$ cat src/sv/bklt_pkg.sv
package bklt_pkg;

   // default number of entries in the table
   localparam int DEFAULT_DEPTH = 16;

   typedef enum logic [1:0] {
      OP_INSERT = 2'd0,
      OP_REMOVE = 2'd1,
      OP_SEARCH = 2'd2,
      OP_LIST   = 2'd3
   } op_type;

   typedef enum logic [1:0] {
      STATUS_DONE      = 2'd0,
      STATUS_FULL      = 2'd1,
      STATUS_NOT_FOUND = 2'd2,
      STATUS_EMPTY     = 2'd3
   } status_type;

   // one stored entry
   typedef struct packed {
      logic [63:0]        name;
      logic [63:0]        kind;
      logic signed [31:0] quantity;
   } entry_type;

   // request transaction
   typedef struct packed {
      op_type             operation;
      logic [63:0]        item_name;
      logic [63:0]        item_kind;
      logic signed [31:0] item_quantity;
   } req_type;

   // response transaction
   typedef struct packed {
      status_type         status;
      logic [4:0]         entry_position;
      logic [63:0]        entry_name;
      logic [63:0]        entry_kind;
      logic signed [31:0] entry_quantity;
      logic               last_result;
   } rsp_type;

   // control shared by all cells of the chain
   typedef struct packed {
      logic insert;  // write the new entry into the cell at the fill level
      logic shift;   // move every entry one cell toward the head
      logic wrap;    // tail cell takes the head entry (ring rotation)
   } cell_ctrl_type;

endpackage

$ cat src/sv/bklt_cell.sv
// One table slot. Loads a new entry when it sits at the fill level, and on a
// shift takes its neighbor's entry, or the head entry when it is the tail of
// the ring and wrap is set.
module bklt_cell #(
   parameter int INDEX = 0,
   parameter int CW    = 5
) (
   input  logic                   clock,
   input  bklt_pkg::cell_ctrl_type ctrl,
   input  logic [CW-1:0]          fill,
   input  logic [CW-1:0]          tail,
   input  bklt_pkg::entry_type    ins_entry,
   input  bklt_pkg::entry_type    head_entry,
   input  bklt_pkg::entry_type    next_entry,
   output bklt_pkg::entry_type    entry
);

   bklt_pkg::entry_type entry_ff;
   bklt_pkg::entry_type entry_in;

   // next entry of this slot
   always_comb begin
      entry_in = entry_ff;
      if (ctrl.insert && (fill == CW'(INDEX))) begin
         entry_in = ins_entry;
      end else if (ctrl.shift) begin
         if (ctrl.wrap && (tail == CW'(INDEX))) begin
            entry_in = head_entry;
         end else begin
            entry_in = next_entry;
         end
      end
   end

   always_ff @(posedge clock) begin
      entry_ff <= entry_in;
   end

   assign entry = entry_ff;

endmodule

$ cat config.mk
export PLATFORM = sky130hd
export DESIGN_NAME = bklt_cell
export DESIGN_NICKNAME = d
export VERILOG_FILES = /design/src/sv/bklt_pkg.sv /design/src/sv/bklt_cell.sv
export SDC_FILE = /design/constraint.sdc
export NUM_CORES = 1
export LEC_CHECK = 0
export ABC_AREA = 1
export BUFFER_PORTS_ARGS = -buffer_cell sky130_fd_sc_hd__clkbuf_2
export CORE_AREA = 2 2 255 257
export DETAILED_ROUTE_END_ITERATION = 10
export DIE_AREA = 0 0 257 259
export HOLD_SLACK_MARGIN = 0.05
export MAX_ROUTING_LAYER = met4
export PLACE_DENSITY = 0.37
export SYNTH_ARGS = -nofsm -noshare
export SYNTH_HDL_FRONTEND = slang
export SYNTH_SLANG_ARGS = --single-unit
$ cat constraint.sdc
create_clock -name clock -period 3.2 [get_ports clock]
set_clock_uncertainty 0.1 [all_clocks]
set_input_delay 0 -clock clock [delete_from_list [all_inputs] [get_ports clock]]
set_output_delay 0 -clock clock [all_outputs]
set_load 0.005 [all_outputs]
==> results.txt <==
For this run, global-route usage on met3 was measured as 4.94%. The run gives 13.1k as the number of global-route vias before repair. The number of antenna-violating nets in the routed design was 0. Buffers added to address setup during post-CTS repair amount to 0.

STA classifies the critical path endpoint as a register. Setup violations remaining at the end of the flow were counted as 0. Commonest non-fill, non-tap cell in the layout: sky130_fd_sc_hd__clkbuf_2.

The synthesized netlist contains 14 unique library cells. After clock tree synthesis, the clock-pin slew on the worst setup and hold paths is 70 ps. The total overflow reported by the global router is 0.

Total number of yosys warnings: 0. Max-capacitance violation count: 0. TritonCTS built the clock tree. The wire length per cell works out to 15.9 um.

The run gives 62.0% as the worst max-slew margin expressed relative to the limit. CTS placed an instance of sky130_fd_sc_hd__clkbuf_16 at the clock tree root. For the max-slew violation total from the final report, the log shows 0. Global routing used 16.0% of the available met1 tracks.

Using the TritonRoute via totals, the vias-per-cell ratio works out to 4.02. The share of synthesized area occupied by flip-flops and latches was 47.4%. Cells fill 28.4% of the core in the end. Required time at the endpoint of the critical path: 3330 ps. In the layout the commonest cells are 653 x sky130_fd_sc_hd__clkbuf_2, 480 x sky130_fd_sc_hd__nand2_1, 322 x sky130_fd_sc_hd__inv_1, 320 x sky130_fd_sc_hd__dlygate4sd3_1.

The minimum period implied by the final worst setup slack works out to 1690 ps. The flow ran to the end, and the final reports show no timing, DRC or antenna violations. The number of antenna violations at the first check in global routing is 6, and the maximum number of pins on one net before global-route repair is 93.

The number of top-level design ports is 654, and the fraction of layout instances using a drive strength above 1 is 30.6%. Compared with the post-synthesis result, the final layout area differs by 79.0%. The number of nets handed over by synthesis was 1888.

The setup TNS after final layout came out at 0 ps. At the end of the flow, the number of nets in the layout was 2798. Including well taps, the total number of placed cells is 2820. The clock drives 160 sinks. The worst-case IR drop observed on VDD is 0.000277 V. The signal arrival time at the worst endpoint was 1820 ps.

Of all nets on the critical path, the largest fanout is 75. The final HPWL from detailed placement is 36400 um, and the per-instance average area after synthesis is 7.27 um^2. Count of TritonRoute iterations in the first routing pass: 5.

The tools report the overall die area as 66600 um^2. The run gives 591 MHz as the maximum achievable frequency. The clock tree synthesis step divided the H-tree into 4 levels.

The horizontal extent of the die came out at 257 um. No sink is reached through more buffers than the 2 on the longest clock path. The die is 259 um tall. The flip-flop count of the largest register after layout is 160. The total global-route track usage is 15.1%. In this run the worst hold path is classified as in2reg. The floorplan has 93 rows.

The power per unit of standard cell area was 333 nW/um^2. The initial utilization of the core area, before any placement, comes to 15.9%. The share of the cycle needed by the critical path after routing works out to 52.9%. The actual slew at the worst max-slew pin was 570 ps; the routed wire length was 50400 um. Register bit total from synthesis: 160. The first-pass GRT wire length is 74100 um, and the total CTS buffers is 17. The synthesized netlist occupies a cell area of 10100 um^2. The finished layout holds 3176 standard cells, fillers aside. After layout, the design draws a total of 0.00604 W.

In the routed design, unresolved DRC markers number 0. The count of buffers added on input and output ports is 653. Across all hold checks on the routed design, the worst slack comes to 76.7 ps.

The layer flagged by global routing as most heavily used is met2. For this run, global-route usage on met2 was measured as 25.7%. The final RePlAce weighted congestion was 0.913. The floorplan step defined a core boundary enclosing 63900 um^2. The worst setup path is launched from an input port. The tools report the final count of hold timing violations as 0.

In this run the static leakage power is 9.72 nW. The type of the worst setup path was in2reg. For this block, the via count after detailed routing is 12.8k. The detailed router finished its first iteration with 919 violations. For the post-synthesis cell count, the log shows 1394.

Setup repair after global routing left no endpoint under its margin.
power breakdown:
part	internal, W	switching [W]
combinational	0.000760	0.000663
clock	0.00106	0.000973
sequential	0.00252	0.0000582
stage by stage:
step                instance area [um^2]  setup slack [ps]
floorplan                          10100               126
global placement                   14400              1320
detailed placement                 14400              1310
CTS                                18100              1580
global route                       18100              1490
finish                             18100              1510
repair_timing:
action	4_1_cts	5_1_grt
endpoints found under the setup margin	0	0
hold buffers	320	0
hold endpoints to repair	160	0
gates resized for setup	0	0
routing by layer:
metal | wire (um) | share of wire (%) | vias to the layer above
met5 | 0 | 0 | -
met3 | 4210 | 8.3 | 76
met1 | 19600 | 39 | 5856
li1 | - | - | 6257
met2 | 24900 | 49 | 588
met4 | 1690 | 3.3 | 0
cell families after synthesis:
group,share of synthesized area [%]
simple gates,36.1
buf+inv,16.5
flops,47.4
final cells by class:
cell class	instances	area (um^2)
fill	7111	45700
timing repair buffer	993	6800
sequential	160	4800
multi-input combinational	809	3690
inverter	323	1220
tap	855	1070
clock buffer	18	429
clock inverter	13	116
antenna	5	12.5
worst paths after layout:
path                endpoint  startpoint  depth (start not counted)  slack [ps]
setup / recovery  entry[135]     tail[0]                          7        1510
hold / removal     entry[30]     ctrl[1]                          2          80
cells in the mapped netlist (all sizes together):
| cell | n | area, um^2 |
|---|---|---|
| buf | 65 | 319 |
| clkbuf | 37 | 139 |
| edfxtp | 160 | 4800 |
| inv | 323 | 1210 |
| nand2 | 480 | 1800 |
| nand3 | 162 | 821 |
| nand4 | 160 | 1000 |
| nor2 | 6 | 30.0 |
| or2 | 1 | 6.26 |
critical path, cell delays in order:
cell and delay, ps:
sky130_fd_sc_hd__clkbuf_2 100, sky130_fd_sc_hd__nor2_4 220, sky130_fd_sc_hd__buf_12 330, sky130_fd_sc_hd__nand4_1 260
sky130_fd_sc_hd__nand3_1 160, sky130_fd_sc_hd__nand2_1 60, sky130_fd_sc_hd__dlygate4sd3_1 550
(Power assumes the default switching activity.)
